`src/rtl/wwt_pkg.sv`:
```
`timescale 1ns / 1ps

package wwt_pkg;

    localparam int DEF_COUNT_WIDTH  = 24;
    localparam int DEF_SAMPLE_WIDTH = 16;

    localparam int          WORD_W      = 64;
    localparam int          DIV_STEPS   = 64;
    localparam int          DIV_CNT_W   = $clog2(DIV_STEPS + 1);
    localparam logic [15:0] THR_RESET   = 16'd1152;
    localparam logic [31:0] T_MAG_MAX   = 32'h7FFF_FFFF;

    // divider status back to the sequencer
    typedef struct packed {
        logic done;
        logic clip;
    } div_stat_t;

    typedef enum logic [4:0] {
        ST_IDLE,
        ST_PREP,
        ST_MGO,
        ST_MWAIT,
        ST_DIFF2,
        ST_PROD,
        ST_ACC,
        ST_CHK,
        ST_VGO,
        ST_VWAIT,
        ST_NGO,
        ST_NWAIT,
        ST_DIFFM,
        ST_SQR,
        ST_QGO,
        ST_QWAIT,
        ST_SGO,
        ST_SWAIT,
        ST_DONE
    } state_t;

endpackage

```
`src/rtl/wwt_sqrt.sv`:
```
`timescale 1ns / 1ps

// Integer square root, two radicand bits per cycle.
module wwt_sqrt
(
    input  logic                          clk,
    input  logic                          rst_n,
    input  logic                          start,
    input  logic [wwt_pkg::WORD_W-1:0]    radicand,
    output logic [31:0]                   root,
    output logic                          done
);

    logic                              busy_reg;
    logic                              done_reg;
    logic [wwt_pkg::WORD_W-1:0]        x_reg;
    logic [wwt_pkg::WORD_W-1:0]        res_reg;
    logic [wwt_pkg::WORD_W-1:0]        bit_reg;

    logic [wwt_pkg::WORD_W-1:0]        trial;
    logic                              fits;

    assign trial = res_reg + bit_reg;
    assign fits  = (x_reg >= trial);

    always_ff @(posedge clk or negedge rst_n)
    begin
        if (!rst_n)
        begin
            busy_reg <= 1'b0;
            done_reg <= 1'b0;
        end
        else
        begin
            done_reg <= 1'b0;
            if (start)
            begin
                busy_reg <= 1'b1;
            end
            else if (busy_reg && bit_reg[0])
            begin
                busy_reg <= 1'b0;
                done_reg <= 1'b1;
            end
        end
    end

    always_ff @(posedge clk)
    begin
        if (start)
        begin
            x_reg   <= radicand;
            res_reg <= '0;
            bit_reg <= wwt_pkg::WORD_W'(1) << (wwt_pkg::WORD_W - 2);
        end
        else if (busy_reg)
        begin
            if (fits)
            begin
                x_reg   <= x_reg - trial;
                res_reg <= (res_reg >> 1) + bit_reg;
            end
            else
            begin
                res_reg <= res_reg >> 1;
            end
            bit_reg <= bit_reg >> 2;
        end
    end

    assign root = res_reg[31:0];
    assign done = done_reg;

endmodule

```
`config.mk`:
```
export PLATFORM = sky130hd
export DESIGN_NAME = wwt_sqrt
export DESIGN_NICKNAME = d
export VERILOG_FILES = /design/src/rtl/wwt_pkg.sv /design/src/rtl/wwt_sqrt.sv
export SDC_FILE = /design/constraint.sdc
export NUM_CORES = 1
export LEC_CHECK = 0
export ABC_AREA = 1
export CELL_PAD_IN_SITES_DETAIL_PLACEMENT = 0
export CELL_PAD_IN_SITES_GLOBAL_PLACEMENT = 1
export CORE_ASPECT_RATIO = 1.4
export CORE_MARGIN = 2
export CORE_UTILIZATION = 41
export DETAILED_ROUTE_END_ITERATION = 8
export DONT_BUFFER_PORTS = 1
export PLACE_DENSITY = 0.85
export SLEW_MARGIN = 10
export SYNTH_ARGS = -nofsm -noshare
export SYNTH_HDL_FRONTEND = slang
export SYNTH_SLANG_ARGS = --single-unit
```
`constraint.sdc`:
```
create_clock -name clk -period 4.55 [get_ports clk]
set_input_delay 0.2275 -clock clk [delete_from_list [all_inputs] [get_ports clk]]
set_output_delay 0.2275 -clock clk [all_outputs]
set_load 0.02 [all_outputs]
```
==> metrics.cfg <==
[synth]
synth-seq-area-share_pct = 19.27
synthesis.nets = 3790
synth_warnings = 0
synth_compound_area_share_pct = 12.94
synth_edf_count = 64
synthAdderAreaFrac_pct = 8.150
synth_top_family_by_area = simple AND/OR/NAND/NOR gates
syn_area_mm2 = 0.02020
synth_top_area_share_pct = 22.44
syn_inst = 3592
async_flop_share_pct = 1.235
ys_types = 49
synth_xor_xnor_area_share_pct = 4.378
ys.flop_type = dfxtp_1
ys_top_cells_by_area = nand2_1, dfxtp_1, edfxtp_1
synthTopCellsByCount = nand2_1, inv_1, nor2_1, nand3_1, a21oi_1
synth_largest_area_cell = nand2_1
synth-seq-cells = 162
muxShareOfSynthArea_pct = 0
yosysMostFrequentCell = nand2_1
avgSynthCellArea_um2 = 5.625
synthSimpleGateAreaFrac_pct = 42.59

[run_status]
status = finished, final reports clean

[worst_setup_path]
reg2reg_depth = 23
path_delay_family = simple AND/OR/NAND/NOR gates
start_kind = flop
required_ns = 4.77
worst-path-max-fanout = 13
cp_num_cells = 23
arrival_ns = 4.59
path_buf_inv = 3
cp-end-kind = flop
slowest_stage = dfxtp_1
startpoint = bit_reg[12]
crit_type = reg -> reg
slowest_delay_ns = 0.36
crit_path_cell_trace = ha_1, nand2_1, inv_1, nand3_1, nor3_2, nor2_2, o21ai_2, nand2_2, nand2_2, xor2_2, ha_1, buf_4, nand2_1, nand2_1, a21oi_1, nand2_1, a21oi_2, nand3_2, nand2_2, nand2_4, nand2_2, nand2_8, clkbuf_16
r2r-start = bit_reg[12]

[place]
placed_area_mm2 = 0.02181
dp.cells = 4297
place_congestion = 0.9894
numPortBuffers = 0
dp_hpwl_um = 69430

[worst_hold_path]
hold_path_depth = 2
worstHoldStart = radicand[23]
worst_hold_path_type = in -> reg

[global_route]
track_usage_pct = 33.27
grt_pass1_wl_um = 127900
grt_pass1_vias = 23158
grt_overflow_total = 0
antenna_found_initial = 0
grt_max_degree = 108

[clocking]
cts_root_buf = clkbuf_16
path_clk_slew_ns = 0.08
numCtsBuffers = 17
clk_latency_ns = 0.47
h-tree-depth = 4
clock_path_buffers = 2
cts_tree = done
clock_sinks = 162

[routing]
highest-signal-layer = met4
via_count = 23465
via_per_inst = 5.351
met2WireLength_um = 42300
drtAntennaViolNets = 0
routed_wirelength_um = 85480
wl_per_cell_um = 19.49
drt_pass1_iterations = 6
drcViolationCount = 0
drt_iter0_drc = 1960
met3_length_um = 4035
wl_met1_um = 32500

[floorplan]
chipHeight_um = 266.7
top_level_ports = 100
fp.coreArea_mm2 = 0.04889
die_w_um = 191.6
initial_core_util_pct = 41.33
die_area_mm2 = 0.05110
rows = 96

[sta]
finalMaxSlewViolations = 0
max_freq_ghz = 0.2287
max_slew.worst_pin.slew_ns = 1.003
period_needed_ns = 4.373
hold_viol = 0
rsz0062_at_grt = true
max_slew_margin_pct = 33.11
fin_skew_ns = 0.01513
setup_viol = 0
fin_crit_sh_pct = 96.12

[final_layout]
final_cell_area_mm2 = 0.02327
instances_no_fill = 4385
fin_nets = 3932
multi_input_area_mm2 = 0.01402
regArea_mm2 = 0.003895
drive_gt1_share_pct = 8.700
nFillCells = 5382
syn2layout_area_growth_pct = 15.16

[pwr]
powerDensity_mw_per_mm2 = 630.1
leakage_nw = 10.77
peakVddDrop_uv = 432.8

[job]
maxCapViolations = 0

## worst reg2reg max path, cell delays in order (launching register included)
cell and delay, ns:
dfxtp_1 0.36, ha_1 0.35, nand2_1 0.12, inv_1 0.08
nand3_1 0.13, nor3_2 0.24, nor2_2 0.08, o21ai_2 0.21
nand2_2 0.12, nand2_2 0.12, xor2_2 0.26, ha_1 0.31
buf_4 0.16, nand2_1 0.05, nand2_1 0.07, a21oi_1 0.23
nand2_1 0.17, a21oi_2 0.17, nand3_2 0.16, nand2_2 0.16
nand2_4 0.09, nand2_2 0.12, nand2_8 0.11, clkbuf_16 0.25
## per-stage QoR
| stage | worst slack [ns] | hold slack, ns | TNS [ns] | utilization (%) | total power [mW] |
|---|---|---|---|---|---|
| 3_5_place_dp | -0.1443 | -0.06805 | -9.516 | 44.62 | 12.66 |
| 5_1_grt | -0.03184 | 0.005009 | -0.9693 | 47.59 | 15.81 |
| 2_1_floorplan | 0.1598 | -0.06809 | 0 | - | 9.333 |
| 4_1_cts | 0.01918 | 0.0008761 | 0 | 46.91 | 14.26 |
| 3_3_place_gp | -0.1602 | -0.06805 | -11.09 | 44.62 | 12.64 |
| 6_report | 0.1767 | 0.003974 | 0 | 47.59 | 14.66 |
## per-layer routing
layer  vias up  global-route usage, %
met2       832                  59.56
li1      11720                      -
met3       246                  2.788
met5         -                      0
met4         0                  23.12
met1     10667                  36.92
## cells in the final DEF (no fill, tap or decap), drive strengths merged, types with 2 or more instances in the layout
cell,instances
a211oi,5
and2,6
xor2,52
dlygate4sd3,49
xnor2,49
o21bai,21
ha,130
or2,15
inv,512
nor2,449
o211ai,2
dfxtp,96
nand3b,31
o21ai,190
o21a,3
nor3,45
nand3,302
nor4,5
a21o,15
clkbuf,18
a31oi,12
a21boi,2
buf,192
nand2,1213
a21oi,225
nand4,28
clkinv,4
edfxtp,64
dfrtp,2
clkinvlp,2
## where the power goes
| part | switching (mW) | total [mW] | internal, mW |
|---|---|---|---|
| Sequential | 0.365 | 2.55 | 2.19 |
| Combinational | 6.65 | 10.6 | 3.95 |
| Clock | 0.769 | 1.50 | 0.736 |
| Total | 7.78 | 14.7 | 6.88 |
## layout make-up
class                           count  share of cell area [%]
Antenna cell                        1                 0.01076
Multi-Input combinational cell   2808                   60.25
Tap cell                          637                   3.425
Clock buffer                       17                   1.828
Timing Repair Buffer              242                   8.937
Inverter                          503                   8.115
Clock inverter                     15                  0.6883
Sequential cell                   162                   16.74
## worst paths after layout
path | end | slack (ns)
min | x_reg[23] | 0.004
max in group asynchronous | busy_reg | 3.88
min reg2reg | done | 0.52
max reg2reg | x_reg[31] | 0.18
max | x_reg[31] | 0.18
min in group asynchronous | busy_reg | 0.53
## timing repair
action	4_1_cts	5_1_grt
cloned	0	1
pin swaps	0	5
endpoints found under the hold margin	114	0
buffers inserted	0	4
resized for setup	4	82
setup endpoints to repair	124	150
hold buffers	50	0
## cell families (layout without fill, tap and decap cells)
logic type,count (synthesis),after routing
adders and majority gates,131,131
DFF,162,162
buffers and inverters,622,777
xor gates and xnor gates,101,101
and+or+nand+nor,2095,2095
AOI/OAI and AO/OA,481,481
other,0,1
(Power assumes the default switching activity.)
