--- config.mk ---
export PLATFORM = sky130hd
export DESIGN_NAME = wwt_div
export DESIGN_NICKNAME = d
export VERILOG_FILES = /design/src/rtl/wwt_pkg.sv /design/src/rtl/wwt_div.sv
export SDC_FILE = /design/constraint.sdc
export NUM_CORES = 1
export LEC_CHECK = 0
export BUFFER_PORTS_ARGS = -buffer_cell sky130_fd_sc_hd__buf_4
export CORE_MARGIN = 4
export CORE_UTILIZATION = 40
export DETAILED_ROUTE_END_ITERATION = 10
export PLACE_DENSITY_LB_ADDON = 0.2
export REMOVE_ABC_BUFFERS = 1
export SLEW_MARGIN = 25
export SYNTH_ARGS = -nofsm -noshare
export SYNTH_HDL_FRONTEND = slang
export SYNTH_SLANG_ARGS = --single-unit
--- constraint.sdc ---
create_clock -name clk -period 4.57 [get_ports clk]
set_input_delay 0.457 -clock clk [delete_from_list [all_inputs] [get_ports clk]]
set_output_delay 0.457 -clock clk [all_outputs]
set_load 0.005 [all_outputs]
--- src/rtl/wwt_pkg.sv ---
`timescale 1ns / 1ps

package wwt_pkg;

    localparam int DEF_COUNT_WIDTH  = 24;
    localparam int DEF_SAMPLE_WIDTH = 16;

    localparam int          WORD_W      = 64;
    localparam int          DIV_STEPS   = 64;
    localparam int          DIV_CNT_W   = $clog2(DIV_STEPS + 1);
    localparam logic [15:0] THR_RESET   = 16'd1152;
    localparam logic [31:0] T_MAG_MAX   = 32'h7FFF_FFFF;

    // divider status back to the sequencer
    typedef struct packed {
        logic done;
        logic clip;
    } div_stat_t;

    typedef enum logic [4:0] {
        ST_IDLE,
        ST_PREP,
        ST_MGO,
        ST_MWAIT,
        ST_DIFF2,
        ST_PROD,
        ST_ACC,
        ST_CHK,
        ST_VGO,
        ST_VWAIT,
        ST_NGO,
        ST_NWAIT,
        ST_DIFFM,
        ST_SQR,
        ST_QGO,
        ST_QWAIT,
        ST_SGO,
        ST_SWAIT,
        ST_DONE
    } state_t;

endpackage

--- src/rtl/wwt_div.sv ---
`timescale 1ns / 1ps

// Restoring divider, floor((hi:lo) / divisor), one quotient bit per cycle.
// Clips to all ones when hi >= divisor.
module wwt_div
(
    input  logic                          clk,
    input  logic                          rst_n,
    input  logic                          start,
    input  logic [wwt_pkg::WORD_W-1:0]    hi,
    input  logic [wwt_pkg::WORD_W-1:0]    lo,
    input  logic [wwt_pkg::WORD_W-1:0]    divisor,
    output logic [wwt_pkg::WORD_W-1:0]    quot,
    output wwt_pkg::div_stat_t            stat
);

    logic                              busy_reg;
    logic [wwt_pkg::DIV_CNT_W-1:0]     cnt_reg;
    logic                              done_reg;
    logic                              clip_reg;
    logic [wwt_pkg::WORD_W-1:0]        rem_reg;
    logic [wwt_pkg::WORD_W-1:0]        lo_reg;
    logic [wwt_pkg::WORD_W-1:0]        v_reg;
    logic [wwt_pkg::WORD_W-1:0]        quot_reg;

    logic [wwt_pkg::WORD_W-1:0]        rem_sh;
    logic                              take;
    logic [wwt_pkg::WORD_W-1:0]        rem_nx;
    logic                              over;

    assign over   = (hi >= divisor);
    assign rem_sh = {rem_reg[wwt_pkg::WORD_W-2:0], lo_reg[wwt_pkg::WORD_W-1]};
    assign take   = rem_reg[wwt_pkg::WORD_W-1] | (rem_sh >= v_reg);
    assign rem_nx = take ? (rem_sh - v_reg) : rem_sh;

    always_ff @(posedge clk or negedge rst_n)
    begin
        if (!rst_n)
        begin
            busy_reg <= 1'b0;
            cnt_reg  <= '0;
            done_reg <= 1'b0;
            clip_reg <= 1'b0;
        end
        else
        begin
            done_reg <= 1'b0;
            if (start)
            begin
                clip_reg <= over;
                busy_reg <= ~over;
                done_reg <= over;
                cnt_reg  <= wwt_pkg::DIV_CNT_W'(wwt_pkg::DIV_STEPS);
            end
            else if (busy_reg)
            begin
                cnt_reg <= cnt_reg - wwt_pkg::DIV_CNT_W'(1);
                if (cnt_reg == wwt_pkg::DIV_CNT_W'(1))
                begin
                    busy_reg <= 1'b0;
                    done_reg <= 1'b1;
                end
            end
        end
    end

    always_ff @(posedge clk)
    begin
        if (start)
        begin
            rem_reg  <= hi;
            lo_reg   <= lo;
            v_reg    <= divisor;
            quot_reg <= over ? '1 : '0;
        end
        else if (busy_reg)
        begin
            rem_reg  <= rem_nx;
            lo_reg   <= {lo_reg[wwt_pkg::WORD_W-2:0], 1'b0};
            quot_reg <= {quot_reg[wwt_pkg::WORD_W-2:0], take};
        end
    end

    assign quot      = quot_reg;
    assign stat.done = done_reg;
    assign stat.clip = clip_reg;

endmodule

==> flow_summary_export.csv, run 1 <==
group,metric,value,unit
timing,setup_viol,0,
timing,holdWs,0.03939,ns
synthesis,synth_edf_count,256,
clocking,h-tree-depth,1,
critical_path,timing.rr.end,"rem_reg[32]",
global_routing,grt_usage,18.89,%
critical_path,slowest_stage,"buf_4",
synthesis,ys_ff_latch,266,
synthesis,avgSynthCellArea,10.07,um2
die,die-area,44660,um2
timing,rsz0062_at_grt,"false",
critical_path,critPathCaptureType,"flip-flop",
routing,drc,0,
routing,drt_iter0_drc,754,
layout,register_area,7938,um2
critical_path,r2r_start,"rem_reg[2]",
placement,numPortBuffers,260,
placement,postPlaceCellArea,18950,um2
placement,dp_hpwl,32.20,mm
layout,syn_to_final_growth,20.88,%
critical_path,critPathBufInv,1,
global_routing,antenna_found_initial,8,
critical_path,crit_path_end,"rem_reg[32]",
timing,worst_slew_pin_slew,1.008,ns
synthesis,ys_dominant_reg_cell,"edfxtp_1",
synthesis,async_flop_share,3.759,%
synthesis,ys_seq_area_share,48.00,%
die,core,40830,um2
clocking,cts_resized,0,
critical_path,cp.arrival,4.23,ns
clocking,cts_tree,"built",
global_routing,grt_pass1_vias,12920,
placement,gp_congestion,0.9170,
timing,min_period,3.910,ns
layout,post-route-util,48.95,%
routing,routed_wl,43.74,mm
routing,wl_met1,19.68,mm
layout,drive_above_1_share,20.79,%
layout,finalInstanceArea,19990,um2
routing,route.met2.wl,20.10,mm
routing,routedWlPerCell,18.04,um
global_routing,grt_pass1_wl,69.17,mm
pwr,cellPowerDensity,553.8,nW/um2
hold_path,hold_class,"input port to flip-flop",
synthesis,synth_warnings,0,
layout,fillers,3821,
routing,via_per_inst,5.320,
synthesis,syn_area,16540,um2
clocking,cts_root_buffer,"clkbuf_16",
die,start_util,40.50,%
clocking,cts_buffer_depth,3,
critical_path,cpMostUsedCell,"o21ai_0",
global_routing,grt_max_degree,112,
routing,met3_length,2.977,mm
global_routing,grt_overflow,0,
timing,skew,0.04246,ns
timing,fin_crit_sh,85.57,%
routing,num_vias,12900,
pwr,finalPower,11070,uW
clocking,worstSkewPairLatency,0.61,ns
clocking,cts_sinks,266,
die,fp.dieW,211.3,um
pwr,leakagePower,0.008617,uW
critical_path,crit_family,"compound AO/OA/AOI/OAI gates",
critical_path,worstSetupPathDepth,11,
critical_path,rrSetupSlack,0.66,ns
clocking,ctsHoldBuffers,4,
timing,tns,0,ns
synthesis,syn_inst,1642,
layout,multi_input_area,7696,um2
synthesis,ys_types,67,
die,die_h,211.3,um
timing,hold_viol,0,
die,num_rows,74,
critical_path,r2r_cells,11,
die,io_pins,261,
critical_path,crit_path_max_incr_delay,0.60,ns
timing,fmax,255.7,MHz
routing,drtPass1Iterations,5,
timing,report.final.slew_viol_count,0,
pwr,peakVddDrop,359.7,uV
critical_path,path_max_fanout,70,
timing,slew-limit-headroom,32.82,%
critical_path,cp.required,4.89,ns
critical_path,path_cells,"ha_1 -> o21ai_1 -> a211oi_2 -> o311ai_1 -> a21oi_1 -> o21ai_0 -> a31oi_1 -> o22ai_4 -> buf_4 -> o21ai_0 -> mux2_2",
critical_path,worst_setup_path_start_kind,"flip-flop",
layout,nets,2194,
clocking,cts_buffers,30,
clocking,cts.clk_slew.worst_paths,0.06,ns
routing,postRouteAntennaNets,0,
routing,topRoutingLayerUsed,"met5",
outcome,status,"completed",
critical_path,criticalPathCategory,"flip-flop to flip-flop",
critical_path,critPathLaunch,"rem_reg[2]",
clocking,postCtsSetupBuffers,0,
run,cap_viol_max_count,0,
[layout by cell type (no fill, tap or decap), types with 4 or more instances in the layout]
cell type and n:
buf_4 267, a21oi_1 208, nor2_1 139, o21ai_1 29
a211o_1 5, or3_1 5, dlygate4sd3_1 4, bufinv_16 4
nor2b_1 17, xnor2_1 32, o221ai_1 5, nand2_1 131
o21a_1 21, edfxtp_1 256, mux2_2 64, a41oi_1 5
a211oi_1 4, o21bai_1 21, clkbuf_16 30, nand4_1 28
dfrtp_1 10, clkbuf_1 7, xor2_1 27, nand2b_1 10
a21boi_0 5, ha_1 130, a31oi_1 20, inv_1 153
mux2i_1 12, nor3_1 16, clkinv_2 5, and2_1 6
clkinv_1 4, a21o_1 36, and3_1 9, nand3_1 17
o21ai_0 83, o211ai_1 7
[synthesized netlist by cell type (10+ instances only)]
| cell | n | area share (%) |
|---|---|---|
| o21bai_1 | 21 | 0.95 |
| a31oi_1 | 20 | 0.76 |
| nand2b_1 | 10 | 0.38 |
| inv_1 | 153 | 3.5 |
| nand2_1 | 131 | 3.0 |
| xnor2_1 | 32 | 1.7 |
| nand4_1 | 28 | 1.1 |
| o21ai_0 | 83 | 2.5 |
| o21a_1 | 21 | 0.95 |
| ha_1 | 130 | 9.8 |
| nand3_1 | 17 | 0.51 |
| a21oi_1 | 208 | 6.3 |
| nor2b_1 | 17 | 0.64 |
| o21ai_1 | 29 | 0.88 |
| dfrtp_1 | 10 | 1.5 |
| a21o_1 | 36 | 1.6 |
| buf_2 | 10 | 0.30 |
| clkbuf_1 | 61 | 1.4 |
| mux2_2 | 64 | 4.4 |
| mux2i_1 | 12 | 0.73 |
| nor3_1 | 16 | 0.48 |
| xor2_1 | 27 | 1.4 |
| nor2_1 | 139 | 3.2 |
| edfxtp_1 | 256 | 46 |
[cell type report]
| cell class | count | share of cell area, % |
|---|---|---|
| multi-input combinational | 1141 | 38.50 |
| sequential | 266 | 39.71 |
| antenna | 3 | 0.03756 |
| inverter | 154 | 2.892 |
| clock inverter | 17 | 1.077 |
| timing repair buffer | 275 | 10.56 |
| clock buffer | 37 | 3.887 |
| tap | 532 | 3.330 |
[metrics by stage]
stage	setup slack, ns	instances
floorplan	-1.152	1561
global placement	0.8018	2364
detailed placement	0.6973	2364
CTS	0.6754	2422
global route	0.3245	2424
finish	0.6596	2425
[worst min-delay path by stage]
stage	start	end	cells past startpoint
after global routing	divisor[24]	v_reg[24]	1
after floorplan	rst_n	busy_reg	0
after global placement	rst_n	cnt_reg[5]	1
final	divisor[24]	v_reg[24]	1
after CTS	divisor[24]	v_reg[24]	1
after detailed placement	rst_n	cnt_reg[5]	1
[worst register-to-register path: cells and delay by family, from the launching register on]
kind	cells	cell delay, ns
buffers and inverters	1	0.60
multiplexers	1	0.30
adder cells (fa/ha/maj)	1	0.38
AO/OA/AOI/OAI	8	1.99
flip-flops	1	0.40
[per-layer routing]
metal | up-vias | global-route usage, %
li1 | 6393 | -
met1 | 6130 | 25.79
met2 | 289 | 30.35
met3 | 74 | 5.350
met4 | 14 | 3.998
met5 | - | 0
[where the power goes]
group	total, uW	switching [uW]	internal [uW]	leakage, uW
Combinational	4970	2940	2040	0.00543
Clock	2470	1030	1440	0.000481
Sequential	3630	267	3360	0.00270
Total	11100	4230	6840	0.00862
[kinds of logic after synthesis]
group                      share of synthesized area (%)
AOI/OAI and AO/OA                                  17.58
xor gates and xnor gates                           3.125
adders and majority gates                          9.958
buffers and inverters                              5.614
DFF                                                48.00
muxes                                              5.085
and+or+nand+nor                                    10.63
Note: power is estimated with default switching activity, not from simulation.
==> run 2: changes to the inputs <==
Settings changed: PLACE_DENSITY set to 0.59, PLACE_DENSITY_LB_ADDON 0.2 to not set.
==> flow_summary_export.csv, run 2 (synthesis results as in run 1) <==
group,metric,value,unit
global_routing,grt_overflow,0,
timing,min_period,3.747,ns
routing,routed_wl,44.14,mm
die,core,40830,um2
clocking,cts.clk_slew.worst_paths,0.06,ns
critical_path,r2r_cells,13,
run,cap_viol_max_count,0,
timing,rsz0062_at_grt,"false",
timing,tns,0,ns
die,io_pins,261,
routing,drc,0,
layout,finalInstanceArea,20070,um2
critical_path,cp.required,4.86,ns
global_routing,antenna_found_initial,6,
global_routing,grt_pass1_vias,13010,
layout,final_cell_mix,"buf_4 (269), edfxtp_1 (256), a21oi_1 (208)",
critical_path,critPathCaptureType,"flip-flop",
die,num_rows,74,
clocking,cts_root_buffer,"clkbuf_16",
critical_path,worst_setup_path_start_kind,"flip-flop",
routing,drtPass1Iterations,5,
clocking,cts_sinks,266,
routing,postRouteAntennaNets,0,
placement,dp_hpwl,32.17,mm
layout,fillers,3827,
layout,nets,2197,
timing,setup_viol,0,
routing,routedWlPerCell,18.18,um
layout,post-route-util,49.15,%
placement,numPortBuffers,260,
global_routing,grt_max_degree,177,
pwr,cellPowerDensity,562.7,nW/um2
routing,via_per_inst,5.296,
hold_path,hold_class,"input port to flip-flop",
critical_path,path_max_fanout,54,
placement,postPlaceCellArea,18970,um2
pwr,peakVddDrop,436.8,uV
clocking,cts_buffer_depth,3,
timing,setup_ws,0.8230,ns
timing,worst_slew_pin_slew,0.9569,ns
die,start_util,40.50,%
critical_path,criticalPathCategory,"flip-flop to flip-flop",
timing,fin_crit_sh,81.99,%
placement,dp_slack,0.6109,ns
timing,skew,0.02227,ns
die,fp.dieW,211.3,um
layout,final_common_cell,"buf_4",
die,die-area,44660,um2
timing,slew-limit-headroom,36.20,%
placement,gp_congestion,0.9076,
routing,drt_iter0_drc,690,
die,die_h,211.3,um
layout,diodes,0,
pwr,leakagePower,0.008670,uW
timing,holdWs,0.09740,ns
clocking,worstSkewPairLatency,0.55,ns
clocking,cts_resized,0,
critical_path,cp.arrival,4.04,ns
timing,fmax,266.9,MHz
clocking,cts_tree,"built",
clocking,postCtsSetupBuffers,0,
outcome,status,"completed",
global_routing,grt_usage,19.27,%
timing,report.final.slew_viol_count,0,
clocking,cts_buffers,34,
hold_path,min_path_cells,1,
clocking,ctsHoldBuffers,1,
clocking,h-tree-depth,2,
timing,hold_viol,0,
layout,syn_to_final_growth,21.38,%
global_routing,grt_pass1_wl,69.81,mm
layout,drive_above_1_share,21.31,%
routing,num_vias,12860,
-- run 2: changes by cell type in the layout (fill, tap and decap cells not counted), sizes merged --
cell and change:
clkinvlp +1, clkbuf -1, dlygate4sd3 -3, diode -3, bufinv -1, clkinv +8
buf +2
-- run 2: metrics by stage --
step,instances,total power [uW]
after detailed placement,2366,8658
after global placement,2366,8612
after CTS,2428,11390
final,2428,11290
after floorplan,1561,7211
after global routing,2428,12150
-- run 2: cell type report --
| cell class | instances | area, um2 | share of cell area (%) |
|---|---|---|---|
| well taps | 532 | 665.6 | 3.316 |
| repair buffers | 274 | 2105 | 10.49 |
| clock buffers | 36 | 858.3 | 4.277 |
| multi-input cells | 1141 | 7696 | 38.35 |
| inverters | 154 | 578.1 | 2.880 |
| flip-flops and latches | 266 | 7938 | 39.55 |
| clock inverters | 25 | 230.2 | 1.147 |
-- run 2: path summary, 6_finish.rpt --
check	start	end	slack, ns
setup reg to reg	v_reg[0]	rem_reg[20]	0.82
min in group asynchronous	rst_n	clip_reg	0.29
setup / recovery	v_reg[0]	rem_reg[20]	0.82
hold reg to reg	cnt_reg[5]	cnt_reg[5]	0.55
max in group asynchronous	rst_n	cnt_reg[1]	4.13
hold / removal	divisor[42]	v_reg[42]	0.1
-- run 2: routing by layer --
metal,track usage (%),vias up,wire (um)
li1,-,6391,-
met2,30.37,297,20380
met5,0,-,63
met1,26.23,6099,19570
met3,5.868,59,3311
met4,4.776,12,815
-- run 2: power breakdown --
part | switching, uW | internal [uW]
clock network | 1110 | 1550
logic | 2970 | 2060
registers | 259 | 3360
-- run 2: worst max-delay path: stages (launching register included) --
cell and delay [ns]:
edfxtp_1 0.39, ha_1 0.22, fa_1 0.41, nand2b_1 0.17
a211oi_2 0.27, o311ai_1 0.20, a21oi_1 0.35, o21ai_0 0.19
a31oi_1 0.31, o22ai_4 0.13, buf_4 0.32, a21oi_1 0.26
o21ai_0 0.14, o21a_1 0.13
==> run 3: changes to the inputs <==
Settings changed: ABC_AREA set to 1, PLACE_DENSITY 0.59 to 0.58.
Clock period 4.57 ns to 3.7 ns, I/O delays scaled along.
==> flow_summary_export.csv, run 3 <==
group,metric,value,unit
outcome,status,"completed",
timing,setup_ws,0.5014,ns
timing,min_period,3.199,ns
die,die_h,226.6,um
hold_path,min_from,"hi[57]",
layout,final_common_cell,"nand2_1",
clocking,cts_tree,"built",
synthesis,synth_area_leader_cell,"edfxtp_1",
clocking,worstSkewPairLatency,0.62,ns
synthesis,ys_types,38,
die,core,46950,um2
placement,dp_slack,0.4072,ns
critical_path,r2r_cells,19,
global_routing,antenna_found_initial,1,
die,die-area,51370,um2
synthesis,avgSynthCellArea,7.090,um2
die,io_pins,261,
timing,rsz0062_at_grt,"false",
timing,fin_crit_sh,86.45,%
critical_path,path_cells,"dlygate4sd3_1 -> buf_4 -> inv_1 -> ha_1 -> nand2_1 -> nor2_1 -> nand4_1 -> nor2_1 -> and3_1 -> nand4_1 -> nand3_1 -> nand2_2 -> buf_4 -> nand2_1",
layout,diodes,0,
synthesis,synth_top_area_share,40.20,%
global_routing,grt_pass1_wl,92.96,mm
timing,fmax,312.6,MHz
timing,report.final.slew_viol_count,0,
synthesis,synth_edf_count,256,
synthesis,async_flop_share,3.759,%
die,start_util,40.73,%
clocking,cts_buffer_depth,3,
die,num_rows,79,
critical_path,criticalPathCategory,"input port to flip-flop",
layout,nets,3343,
pwr,cellPowerDensity,651.0,nW/um2
synthesis,syn_area,19120,um2
routing,routed_wl,59.10,mm
placement,gp_congestion,0.9334,
routing,drtPass1Iterations,5,
synthesis,syn_inst,2697,
global_routing,grt_overflow,0,
synthesis,ys_ff_latch,266,
timing,hold_viol,0,
timing,slew-limit-headroom,37.10,%
routing,num_vias,17420,
clocking,cts_buffers,31,
layout,drive_above_1_share,11.72,%
critical_path,rrSetupSlack,0.70,ns
critical_path,cp.arrival,3.64,ns
synthesis,synth_warnings,0,
timing,worst_slew_pin_slew,0.9435,ns
critical_path,worst_setup_path_start_kind,"input port",
critical_path,critPathBufInv,4,
routing,via_per_inst,4.780,
hold_path,min_path_cells,3,
synthesis,synth_area_leaders,"edfxtp_1 (40%), nand2_1 (25%), inv_1 (9.2%)",
critical_path,critPathCaptureType,"flip-flop",
hold_path,hold_class,"input port to flip-flop",
timing,setup_viol,0,
critical_path,cp.required,4.14,ns
synthesis,ys_dominant_reg_cell,"edfxtp_1",
critical_path,timing.rr.end,"rem_reg[40]",
critical_path,path_max_fanout,66,
global_routing,grt_pass1_vias,17340,
pwr,leakagePower,0.01265,uW
routing,postRouteAntennaNets,0,
run,cap_viol_max_count,0,
die,fp.dieW,226.6,um
routing,drc,0,
pwr,peakVddDrop,484.4,uV
synthesis,yosys-top-cells-count,"nand2_1 (1262), inv_1 (467), edfxtp_1 (256), ha_1 (130), nor2_1 (119)",
clocking,cts.clk_slew.worst_paths,0.06,ns
timing,skew,0.04254,ns
placement,dp_hpwl,46.02,mm
critical_path,slowest_stage,"dlygate4sd3_1",
clocking,h-tree-depth,1,
layout,syn_to_final_growth,22.43,%
placement,numPortBuffers,260,
synthesis,ys_seq_area_share,41.51,%
clocking,cts_root_buffer,"clkbuf_16",
layout,final_cell_mix,"nand2_1 (1260), inv_1 (466), buf_4 (267)",
hold_path,holdPathEnd,"rem_reg[57]",
critical_path,r2r_start,"lo_reg[63]",
critical_path,crit_path_max_incr_delay,0.53,ns
clocking,cts_sinks,266,
critical_path,crit_family,"simple AND/OR/NAND/NOR gates",
synthesis,synth.most_common_cell,"nand2_1",
routing,routedWlPerCell,16.21,um
global_routing,grt_max_degree,196,
timing,holdWs,0.04125,ns
global_routing,grt_usage,22.78,%
clocking,cts_resized,0,
routing,drt_iter0_drc,1158,
run 3: cell types whose count changed after synthesis, moves of 41 or more:
cell	previous run	this run
nand3b_1	0	41
mux2_2	64	0
a21oi_1	208	81
nand2_1	131	1262
nand3_1	17	111
inv_1	153	467
o21ai_0	83	19
run 3: worst min-delay path, stage by stage:
cell	delay (ns)
buf_4	0.09
nand2_1	0.05
nand2_1	0.05
run 3: metal layers:
layer,GRT usage [%],vias up,wire length [um]
li1,-,8983,-
met1,31.27,7938,27170
met2,36.92,418,26490
met3,4.700,85,3655
met4,6.009,0,1787
met5,0,-,0
run 3: layout make-up:
type | instances | area (um2)
fill | 4770 | 23540
multi-input combinational | 1883 | 9059
sequential | 266 | 7938
timing repair buffer | 349 | 2887
inverter | 486 | 1829
clock buffer | 40 | 809.5
tap | 607 | 759.5
clock inverter | 14 | 130.1
run 3: kinds of logic after synthesis:
| kind of cell | Yosys count | synth area share (%) |
|---|---|---|
| simple gates | 1608 | 34.18 |
| buf+inv | 548 | 11.17 |
| flops | 266 | 41.51 |
| fa+ha+maj | 131 | 8.611 |
| compound gates | 113 | 3.115 |
| xor+xnor | 31 | 1.420 |
run 3: what timing repair did:
action                    in CTS  in global routing
hold endpoints to repair      84                  0
buffers inserted               0                  0
hold buffers                  75                  0
run 3: power by group:
| group | total [uW] | switching (uW) | internal (uW) |
|---|---|---|---|
| clock network | 2930 | 1260 | 1670 |
| logic | 7820 | 5110 | 2710 |
| registers | 4490 | 329 | 4160 |
| total | 15200 | 6700 | 8540 |
run 3: worst max-delay path by stage:
stage / cells past startpoint / from / to / slack, ns
finish: 14 / divisor[63] / quot[37] / 0.50
floorplan: 2 / start / lo_reg[0] / -6.33
global placement: 15 / hi[25] / quot[51] / 0.47
CTS: 17 / divisor[25] / quot[47] / 0.48
global route: 17 / divisor[25] / quot[26] / 0.14
detailed placement: 15 / hi[25] / quot[21] / 0.41
run 3: stage by stage:
stage | power [uW] | utilization, % | cells | setup TNS, ns | cell area [um2]
floorplan | 9694 | - | 2635 | -1265.44 | 18810
detailed placement | 12260 | 46.26 | 3516 | 0 | 21720
global placement | 12220 | 46.26 | 3516 | 0 | 21720
global route | 16540 | 49.86 | 3645 | 0 | 23410
CTS | 15340 | 49.86 | 3645 | 0 | 23410
finish | 15240 | 49.86 | 3645 | 0 | 23410
